--- src/sv/volume_adjoint_gradient_stencil_macros.svh ---
// ----------------------------------------------------------------------------
// Assertion macros for the gradient stencil
// Clocked property wrappers used by the top-level stencil module.
// ----------------------------------------------------------------------------
`ifndef VOLUME_ADJOINT_GRADIENT_STENCIL_MACROS_SVH
`define VOLUME_ADJOINT_GRADIENT_STENCIL_MACROS_SVH

// Property checked at every edge outside reset
`define VAGS_ASSERT(lbl, prop, msg) \
  lbl: assert property (@(posedge clk) disable iff (rst) (prop)) else $error(msg);

// Cause in one cycle implies effect in the next
`define VAGS_ASSERT_NEXT(lbl, cause, effect, msg) \
  lbl: assert property (@(posedge clk) disable iff (rst) (cause) |=> (effect)) \
    else $error(msg);

`endif

--- src/sv/vags_pkg.sv ---
// ----------------------------------------------------------------------------
// vags_pkg
// Shared constants and types of the adjoint gradient stencil.
// ----------------------------------------------------------------------------
`default_nettype none
package vags_pkg;

  localparam int MAX_ROW     = 64;
  localparam int MAX_PLANE   = 4096;
  localparam int MAX_DEPTH   = 1024;
  localparam int SAMPLE_BITS = 16;

  localparam int RING_DEPTH = 2 * MAX_PLANE;
  localparam int RING_AW    = $clog2(RING_DEPTH);
  localparam int PLANE_W    = $clog2(MAX_PLANE + 1);
  localparam int GAIN_W     = 18;
  localparam int DIFF_W     = SAMPLE_BITS + 1;
  localparam int PROD_W     = GAIN_W + DIFF_W;
  localparam int RESULT_W   = 40;

  localparam int FIFO_DEPTH = 4;
  localparam int FIFO_AW    = $clog2(FIFO_DEPTH);

  // Configuration register indexes
  localparam logic [2:0] REG_SIZE_X = 3'd0;
  localparam logic [2:0] REG_SIZE_Y = 3'd1;
  localparam logic [2:0] REG_SIZE_Z = 3'd2;
  localparam logic [2:0] REG_GAIN_X = 3'd3;
  localparam logic [2:0] REG_GAIN_Y = 3'd4;
  localparam logic [2:0] REG_GAIN_Z = 3'd5;

  typedef logic signed [SAMPLE_BITS-1:0] sample_t;
  typedef logic signed [GAIN_W-1:0]      gain_t;

  // Per-read context travelling alongside the memory read
  typedef struct packed {
    logic          valid;
    logic          last;
    logic [2:0]    bwd;      // backward difference, per axis x,y,z
    logic [2:0]    fwd_here; // center read hits same-cycle write
    logic [2:0]    fwd_nb;   // neighbor read hits same-cycle write
    sample_t [2:0] wdata;    // sample written in the read cycle
  } stage_t;

endpackage
`default_nettype wire

--- src/sv/vags_fifo.sv ---
// ----------------------------------------------------------------------------
// vags_fifo
// Small result queue decoupling the stream output from the pipeline.
// ----------------------------------------------------------------------------
`default_nettype none
module vags_fifo (
  input  wire logic                          clk,
  input  wire logic                          rst,
  input  wire logic                          push,
  input  wire logic [vags_pkg::RESULT_W:0]   push_data,
  input  wire logic                          pop,
  output logic                               not_empty,
  output logic [vags_pkg::RESULT_W:0]        head,
  output logic [vags_pkg::FIFO_AW:0]         count
);
  import vags_pkg::*;

  logic [RESULT_W:0]  mem [FIFO_DEPTH];
  logic [FIFO_AW-1:0] wptr;
  logic [FIFO_AW-1:0] rptr;

  always_ff @(posedge clk) begin
    if (push) begin
      mem[wptr] <= push_data;
    end
    if (rst) begin
      wptr  <= '0;
      rptr  <= '0;
      count <= '0;
    end else begin
      if (push) wptr <= wptr + 1'b1;
      if (pop)  rptr <= rptr + 1'b1;
      count <= count + (FIFO_AW+1)'(push) - (FIFO_AW+1)'(pop);
    end
  end

  assign not_empty = (count != '0);
  assign head      = mem[rptr];

endmodule
`default_nettype wire

--- config.mk ---
export PLATFORM = sky130hd
export DESIGN_NAME = vags_fifo
export DESIGN_NICKNAME = d
export VERILOG_FILES = /design/src/sv/volume_adjoint_gradient_stencil_macros.svh /design/src/sv/vags_pkg.sv /design/src/sv/vags_fifo.sv
export SDC_FILE = /design/constraint.sdc
export NUM_CORES = 1
export LEC_CHECK = 0
export ABC_AREA = 1
export BUFFER_PORTS_ARGS = -buffer_cell sky130_fd_sc_hd__buf_2
export CORE_MARGIN = 5
export CORE_UTILIZATION = 28
export CTS_CLUSTER_DIAMETER = 100
export DETAILED_ROUTE_END_ITERATION = 8
export HOLD_SLACK_MARGIN = 0.02
export SLEW_MARGIN = 30
export SYNTH_ARGS = -nofsm -noshare
export SYNTH_HDL_FRONTEND = slang
export SYNTH_SLANG_ARGS = --single-unit
--- constraint.sdc ---
create_clock -name clk -period 4.4 [get_ports clk]
set_input_delay 1.32 -clock clk [delete_from_list [all_inputs] [get_ports clk]]
set_output_delay 1.32 -clock clk [all_outputs]
set_load 0.01 [all_outputs]
==> results.cfg <==
[run_status]
status = finished, final reports clean

[critical_path]
critical_path_class = reg -> out
crit_path_start_kind = register
required_ns = 3.08
r2r-end = mem[2][12]
end_kind = primary output
r2r_slack_ns = 2.48
crit_arrival_ns = 2.04
path_max_fanout = 72
reg2reg_depth = 5
r2r_start = wptr[0]

[pwr]
powerDensity_mw_per_mm2 = 462
p_leak_nw = 3.21
switching_share = 0.233
p_clk_frac = 0.408
peakVddDrop_uv = 206
p_switching_uw = 889
p_int_mw = 2.93
sequentialPowerShare = 0.503
p_comb_frac = 0.089

[place]
placed_area_mm2 = 0.00763
place_hpwl_mm = 7.72
gp_congestion = 0.674
io_buffers = 89

[final_layout]
syn_to_final_growth_pct = 19.5
layout.nets = 675
final_area_mm2 = 0.00827
n_antenna_cell = 0
fillers = 2342
final-seq-area_mm2 = 0.00511
drive_gt1_frac = 0.212
multi_input_area_mm2 = 0.00122

[clock_tree]
cts_tree = built
postCtsHoldBufs = 0
cts_buffers = 17
clk_pin_slew_ns = 0.06
cts.htree.levels = 4
cts_setup_buffers = 0
cts_root_buffer = clkbuf_16
ctsResizeCount = 0
clock_latency_ns = 0.42
cts_num_sinks = 173
clock_path_buffers = 2

[die]
rows = 57
num_io_pins = 90
die_w_um = 167
initial_core_util = 0.284
core_area_mm2 = 0.0243
die_area_mm2 = 0.0280
chipHeight_um = 167

[timing]
tns_ns = 0
finalSetupViolCount = 0
period_share = 0.764
final.setup_skew_ns = 0.0140
hold_viol = 0
period_needed_ns = 3.36
slew_headroom = 0.422
slew_viol_final = 0
grt_setup_unrepaired = no
worst_pin_slew_ns = 0.866
fmax_mhz = 298

[synthesis]
syn_avg_cell_area_um2 = 13.0
synth-compound-area-share = 0.111
synth.most_common_cell = edfxtp_1
ys.flop_type = edfxtp_1
synth-simple-area-share = 0.0519
synth_edf_count = 164
synth_fa_ha_area_frac = 0.0137
synthesis.area_mm2 = 0.00692
syn_nets = 585
synth_top_family_by_area = compound AO/OA/AOI/OAI gates
yosysWarningCount = 0
synth.ff_latch_count = 173
netlist.area_leader.share = 0.712
synth_seq_area_share = 0.738
synthArstFlopShare = 0
ys_types = 14
syn-instance-count = 533
synth_xor_area_frac = 0
muxShareOfSynthArea = 0
yosys-top-cells-area = edfxtp_1 (71%), inv_1 (5.3%), nand2_1 (4.9%), o211ai_1 (4.4%), a21oi_1 (3.4%)
yosysTopAreaCell = edfxtp_1
synthTopCellsByCount = edfxtp_1 (164), inv_1 (98), nand2_1 (90)

[routing]
viasPerCell = 4.13
firstDrtPassIters = 4
drc_errors = 0
drtAntennaViolNets = 0
routedWlPerCell_um = 13.4
drt_iter0_drc = 204
wl_mm = 12.9
vias = 3962

[global_route]
antenna_found_initial = 2
first_global_vias = 3979
grt_max_degree = 83
grt_first_pass_wirelength_mm = 21.0
overflow = 0
grt_use_total = 0.0961

[hold_path]
hold_class = reg -> reg
whs_path_depth = 2
worstHoldStart = rptr[1]

[flow_run]
drv_cap = 0
[through the flow]
stage | std cells | util | power (mW) | worst slack, ns | hold slack (ns)
6_report | 960 | 0.340 | 3.82 | 1.04 | 0.461
5_1_grt | 960 | 0.340 | 4.00 | 0.827 | 0.488
4_1_cts | 959 | 0.339 | 3.88 | 0.963 | 0.460
3_5_place_dp | 927 | 0.314 | 2.31 | 1.43 | 0.448
3_3_place_gp | 927 | 0.314 | 2.30 | 1.43 | 0.440
2_1_floorplan | 533 | - | 2.17 | 1.84 | 0.436
[state kept, by name, indices dropped and copies added (netlist names), named ones only]
name   flops
mem      164
count      3
wptr       2
rptr       2
[layout make-up]
| class | count | share of cell area |
|---|---|---|
| Clock buffer | 19 | 0.0536 |
| Clock inverter | 13 | 0.0215 |
| Sequential cell | 173 | 0.618 |
| Multi-Input combinational cell | 235 | 0.148 |
| Tap cell | 324 | 0.0490 |
| Timing Repair Buffer | 98 | 0.0651 |
| Inverter | 98 | 0.0448 |
[cells in the final DEF, fill, tap and decap left out]
cell / netlist / layout
a21oi_1: 47 / 47
buf_12: 0 / 2
buf_2: 13 / 89
buf_4: 0 / 7
bufinv_16: 0 / 3
clkbuf_1: 0 / 1
clkbuf_16: 0 / 17
clkbuf_8: 0 / 1
clkinv_4: 0 / 1
clkinvlp_4: 0 / 4
dfxtp_1: 9 / 7
dfxtp_4: 0 / 2
edfxtp_1: 164 / 164
fa_1: 1 / 1
ha_1: 6 / 6
inv_1: 98 / 94
inv_2: 0 / 3
inv_4: 0 / 1
inv_6: 0 / 3
inv_8: 0 / 2
nand2_1: 90 / 90
nand3_1: 2 / 2
nor2_1: 3 / 3
o211ai_1: 41 / 41
o21ai_0: 5 / 5
o21ai_1: 40 / 40
[power by group through the flow]
stage | logic (mW) | registers, mW | clock network [mW]
final | 0.341 | 1.92 | 1.56
after global routing | 0.390 | 1.93 | 1.68
after CTS | 0.341 | 1.93 | 1.61
after detailed placement | 0.340 | 1.97 | 0
after global placement | 0.335 | 1.97 | 0
after floorplan | 0.228 | 1.94 | 0
[layer usage]
layer | global-route usage | part of all wire | vias up | wire [um]
met5 | 0 | 0.0016 | - | 21
met4 | 0.0328 | 0.014 | 4 | 178
met3 | 0.0309 | 0.044 | 17 | 566
met2 | 0.163 | 0.49 | 66 | 6270
met1 | 0.116 | 0.45 | 1858 | 5830
li1 | - | - | 2017 | -
[critical path: stages, from the launching register on]
cell and delay [ns]:
dfxtp_4 0.79, buf_4 0.38, nand2_1 0.09, o211ai_1 0.10, nand2_1 0.08, buf_2 0.14
[logic make-up after synthesis]
| family | Yosys count |
|---|---|
| AOI/OAI and AO/OA | 133 |
| buffers and inverters | 125 |
| and+or+nand+nor | 95 |
| DFF | 173 |
| adders and majority gates | 7 |
[worst max-delay path by stage]
stage / startpoint / to / slack (ns)
after CTS: register / head[3] / 0.96
after detailed placement: register / head[3] / 1.43
final: register / head[2] / 1.04
after global placement: register / head[3] / 1.43
after global routing: register / head[2] / 0.83
after floorplan: push / mem[0][0] / 1.84
No activity file was read; power rests on OpenSTA's default activity.
