**config.mk**
```make
export PLATFORM = sky130hd
export DESIGN_NAME = vags_calc
export DESIGN_NICKNAME = d
export VERILOG_FILES = /design/src/sv/volume_adjoint_gradient_stencil_macros.svh /design/src/sv/vags_pkg.sv /design/src/sv/vags_calc.sv
export SDC_FILE = /design/constraint.sdc
export NUM_CORES = 2
export LEC_CHECK = 0
export ABC_CLOCK_PERIOD_IN_PS = 14000
export BUFFER_PORTS_ARGS = -buffer_cell sky130_fd_sc_hd__buf_2
export CAP_MARGIN = 20
export CELL_PAD_IN_SITES_DETAIL_PLACEMENT = 0
export CELL_PAD_IN_SITES_GLOBAL_PLACEMENT = 1
export CORE_ASPECT_RATIO = 1.2
export CORE_MARGIN = 4
export CORE_UTILIZATION = 45
export DETAILED_ROUTE_END_ITERATION = 8
export PLACE_DENSITY_LB_ADDON = 0.25
export SLEW_MARGIN = 10
export SYNTH_ARGS = -nofsm -noshare
export SYNTH_HDL_FRONTEND = slang
export SYNTH_SLANG_ARGS = --single-unit
```
**constraint.sdc**
```tcl
create_clock -name clk -period 14 [get_ports clk]
set_input_delay 2.8 -clock clk [delete_from_list [all_inputs] [get_ports clk]]
set_output_delay 2.8 -clock clk [all_outputs]
set_load 0.02 [all_outputs]
```
**src/sv/volume_adjoint_gradient_stencil_macros.svh**
```systemverilog
// ----------------------------------------------------------------------------
// Assertion macros for the gradient stencil
// Clocked property wrappers used by the top-level stencil module.
// ----------------------------------------------------------------------------
`ifndef VOLUME_ADJOINT_GRADIENT_STENCIL_MACROS_SVH
`define VOLUME_ADJOINT_GRADIENT_STENCIL_MACROS_SVH

// Property checked at every edge outside reset
`define VAGS_ASSERT(lbl, prop, msg) \
  lbl: assert property (@(posedge clk) disable iff (rst) (prop)) else $error(msg);

// Cause in one cycle implies effect in the next
`define VAGS_ASSERT_NEXT(lbl, cause, effect, msg) \
  lbl: assert property (@(posedge clk) disable iff (rst) (cause) |=> (effect)) \
    else $error(msg);

`endif

```
**src/sv/vags_pkg.sv**
```systemverilog
// ----------------------------------------------------------------------------
// vags_pkg
// Shared constants and types of the adjoint gradient stencil.
// ----------------------------------------------------------------------------
`default_nettype none
package vags_pkg;

  localparam int MAX_ROW     = 64;
  localparam int MAX_PLANE   = 4096;
  localparam int MAX_DEPTH   = 1024;
  localparam int SAMPLE_BITS = 16;

  localparam int RING_DEPTH = 2 * MAX_PLANE;
  localparam int RING_AW    = $clog2(RING_DEPTH);
  localparam int PLANE_W    = $clog2(MAX_PLANE + 1);
  localparam int GAIN_W     = 18;
  localparam int DIFF_W     = SAMPLE_BITS + 1;
  localparam int PROD_W     = GAIN_W + DIFF_W;
  localparam int RESULT_W   = 40;

  localparam int FIFO_DEPTH = 4;
  localparam int FIFO_AW    = $clog2(FIFO_DEPTH);

  // Configuration register indexes
  localparam logic [2:0] REG_SIZE_X = 3'd0;
  localparam logic [2:0] REG_SIZE_Y = 3'd1;
  localparam logic [2:0] REG_SIZE_Z = 3'd2;
  localparam logic [2:0] REG_GAIN_X = 3'd3;
  localparam logic [2:0] REG_GAIN_Y = 3'd4;
  localparam logic [2:0] REG_GAIN_Z = 3'd5;

  typedef logic signed [SAMPLE_BITS-1:0] sample_t;
  typedef logic signed [GAIN_W-1:0]      gain_t;

  // Per-read context travelling alongside the memory read
  typedef struct packed {
    logic          valid;
    logic          last;
    logic [2:0]    bwd;      // backward difference, per axis x,y,z
    logic [2:0]    fwd_here; // center read hits same-cycle write
    logic [2:0]    fwd_nb;   // neighbor read hits same-cycle write
    sample_t [2:0] wdata;    // sample written in the read cycle
  } stage_t;

endpackage
`default_nettype wire

```
**src/sv/vags_calc.sv**
```systemverilog
// ----------------------------------------------------------------------------
// vags_calc
// Differences, gain products and the final sum, with a registered product stage.
// ----------------------------------------------------------------------------
`default_nettype none
module vags_calc (
  input  wire logic                       clk,
  input  wire logic                       rst,
  input  wire vags_pkg::stage_t           st,
  input  wire vags_pkg::sample_t [2:0]    rd_here,
  input  wire vags_pkg::sample_t [2:0]    rd_nb,
  input  wire vags_pkg::gain_t   [2:0]    gain,
  output logic                            push,
  output logic [vags_pkg::RESULT_W-1:0]   push_result,
  output logic                            push_last,
  output logic                            busy
);
  import vags_pkg::*;

  sample_t [2:0]                   here_c;
  sample_t [2:0]                   nb_c;
  logic signed [2:0][DIFF_W-1:0]   diff;
  logic signed [2:0][PROD_W-1:0]   prod;
  logic                            pvalid;
  logic                            plast;
  logic signed [PROD_W+1:0]        sum;

  // Forward same-cycle writes, then form the difference per axis
  always_comb begin
    for (int a = 0; a < 3; a++) begin
      here_c[a] = st.fwd_here[a] ? st.wdata[a] : rd_here[a];
      nb_c[a]   = st.fwd_nb[a]   ? st.wdata[a] : rd_nb[a];
      diff[a]   = st.bwd[a] ? (DIFF_W'($signed(here_c[a])) - DIFF_W'($signed(nb_c[a])))
                            : (DIFF_W'($signed(nb_c[a]))   - DIFF_W'($signed(here_c[a])));
    end
  end

  // Product stage
  always_ff @(posedge clk) begin
    if (rst) begin
      pvalid <= 1'b0;
    end else begin
      pvalid <= st.valid;
    end
    plast <= st.last;
    for (int a = 0; a < 3; a++) begin
      prod[a] <= PROD_W'($signed(gain[a]) * $signed(diff[a]));
    end
  end

  // Sum stage feeds the output queue directly
  assign sum = (PROD_W+2)'($signed(prod[0])) + (PROD_W+2)'($signed(prod[1]))
             + (PROD_W+2)'($signed(prod[2]));
  assign push        = pvalid;
  assign push_result = RESULT_W'(sum);
  assign push_last   = plast;
  assign busy        = pvalid;

endmodule
`default_nettype wire

```
==> flow_summary_export.csv <==
group,metric,value,unit
run_status,status,"finished clean",
timing,setup_violations,0,
layout,final_net_count,6737,
synth,synth_ff_type,"dfxtp_1",
global_route,gr-usage-all-layers,22.1,%
worst_setup_path,timing.critical_path.to_type,"register",
layout,area_growth,6.29,%
clock_network,cts_max_level,3,
placed_design,port-buffer-count,253,
drt,finalWirelength,113,mm
drt,drt-wirelength-per-cell,17.5,um
global_route,grt_pass1_vias,36200,
floorplan,initial_core_util,45.6,%
global_route,grt_start_max_net_pins,42,
timing,hold_viol,0,
layout,num-fill-cells,9599,
timing,max_clock_freq,83.9,MHz
floorplan,fp-row-count,126,
global_route,congestion_overflow_gr,0,
synth,synth_area,45100,sq um
timing,timing_worst_slew_pin_value,1120,ps
flow_run,maxCapViolations,0,
drt,drt_via_density,5.11,
synth,net_count_synth,6623,
floorplan,io-pin-count,254,
clock_network,cts_inserted_buffers,9,
worst_setup_path,start_kind,"input port",
worst_setup_path,arrival,12200,ps
drt,starting_drc_count_in_detailed_routing,1427,
clock_network,cts_hold_repair.buffers,0,
synth,ys_warn_count,0,
clock_network,clk_pin_slew_worst_paths,80,ps
global_route,initial_antenna_violation_count,6,
timing,slew-limit-headroom,25.1,%
synth,post_synth_inst_count,5045,
timing,timing.final.crit_share,85.1,%
floorplan,die-area,105000,sq um
synth,ys_async_sr_fraction,0,%
synth,postSynthAreaPerCell,8.93,sq um
timing,totalNegativeSetupSlack,0,ps
clock_network,tritoncts_num_sinks,107,
clock_network,cts_resized,0,
clock_network,tritoncts,"yes",
floorplan,die_width,297,um
layout,mostFrequentLayoutCells,"inv_1, fa_1, nand2_1",
worst_hold_path,hold_path_class,"in -> reg",
floorplan,core_area,98800,sq um
worst_setup_path,required,14280,ps
layout,drive_gt1_share,7.11,%
worst_setup_path,timing_worst_setup_path_type,"in -> reg",
drt,ant_nets,0,
worst_setup_path,worst_path_dominant_cell_family,"adder cells",
worst_setup_path,crit_path_frequent_cell,"fa_1",
timing,setup_repair_after_global_routing_missed_its_margin,"no",
timing,period_needed,11920,ps
drt,vias,33000,
clock_network,post_cts.repair.setup_buffers,0,
synth,ys_seq_area_share,4.75,%
worst_setup_path,critical-path-slowest-cell,"xnor2_1",
drt,drc_errors,0,
global_route,grt_first_pass_wirelength,190,mm
placed_design,gp_congestion,0.840,
synth,ys_seq_elements,107,
layout,mostFrequentLayoutCell,"inv_1",
worst_setup_path,slowest_delay,820,ps
drt,dr.pass1.iters,7,
worst_hold_path,timing.hold.worst.start,"st[57]",
floorplan,die_height,355,um
clock_network,clock_tree.buffer_depth,2,
worst_hold_path,hold_end,"push_last",
synth,synth-edff-count,0,
synth,synthDistinctLibCells,75,
worst_setup_path,crit_buf_inv,5,
worst_setup_path,critical_path.max_fanout,16,
placed_design,hpwlAfterDp,96.5,mm
worst_hold_path,hold_path_depth,1,
timing,slew_violations,0,
clock_network,cts_root_buffer,"clkbuf_16",
## area by class of cell
cell class	instances	area, sq um	area share (%)
Sequential cell	107	2140	4.47
Antenna cell	1	2.50	0.00522
Clock buffer	9	225	0.470
Clock inverter	7	91.3	0.191
Tap cell	1280	1600	3.34
Inverter	1136	4260	8.90
Multi-Input combinational cell	3600	37900	79.1
Timing Repair Buffer	305	1680	3.50
## stage by stage
step	setup slack (ps)	hold WS [ps]	instances	cell area, sq um	utilization, %
after floorplan	2300	2830	5045	45100	-
after global placement	1820	2900	6427	47600	48.1
after detailed placement	1710	2910	6427	47600	48.1
after CTS	2080	2510	6443	47900	48.4
after global routing	1410	2530	6444	47900	48.5
final	2080	2530	6445	47900	48.5
## sequential cells by signal (all words and copies together) (netlist names)
register	count
prod	105
busy	1
push_last	1
## cells in the mapped netlist (all sizes together) (20+ instances only)
master  number  area share [%]
a21o        89             1.5
a21oi      143             1.6
a31oi       20            0.28
and2       218             3.0
and3        22            0.31
buf         38            0.44
clkbuf     164             1.4
dfxtp      107             4.8
fa         977              43
ha         390              11
inv       1136             9.5
mux2        21            0.52
mux2i      174             3.9
nand2      612             5.1
nand2b     111             1.5
nand3       25            0.28
nor2       141             1.2
nor2b      127             1.8
nor3        27            0.30
o21a        25            0.42
o21ai       97             1.1
xnor2      121             2.4
xor2        45            0.87
## kinds of logic (layout without fill, tap and decap cells)
family                   after synthesis  after routing  share of synthesized area (%)
AO/OA/AOI/OAI                        534            534                           7.80
XOR/XNOR                             166            166                           3.23
adder cells (fa/ha/maj)             1367           1367                           54.2
buffers and inverters               1338           1457                           11.3
flip-flops                           107            107                           4.75
multiplexers                         196            196                           4.44
other                                  0              1                              0
AND/OR/NAND/NOR                     1337           1337                           14.3
## how the worst max path moves through the flow
stage | start | to | slack (ps) | cells after the start
floorplan | st[51] | prod[32] | 2300 | 36
global placement | st[52] | prod[67] | 1820 | 33
detailed placement | st[51] | prod[34] | 1710 | 32
CTS | st[51] | prod[34] | 2080 | 32
global route | st[49] | prod[69] | 1410 | 32
finish | st[51] | prod[34] | 2080 | 32
## layer usage
layer	vias to the layer above	GRT usage (%)	wire length, um
li1	15500	-	-
met1	16800	28.5	48800
met2	584	41.4	58600
met3	89	1.52	3840
met4	8	3.94	1660
met5	-	0	48
Power is not shown: default switching activity piles up to over one toggle a cycle in this logic, so the estimate is an artifact.
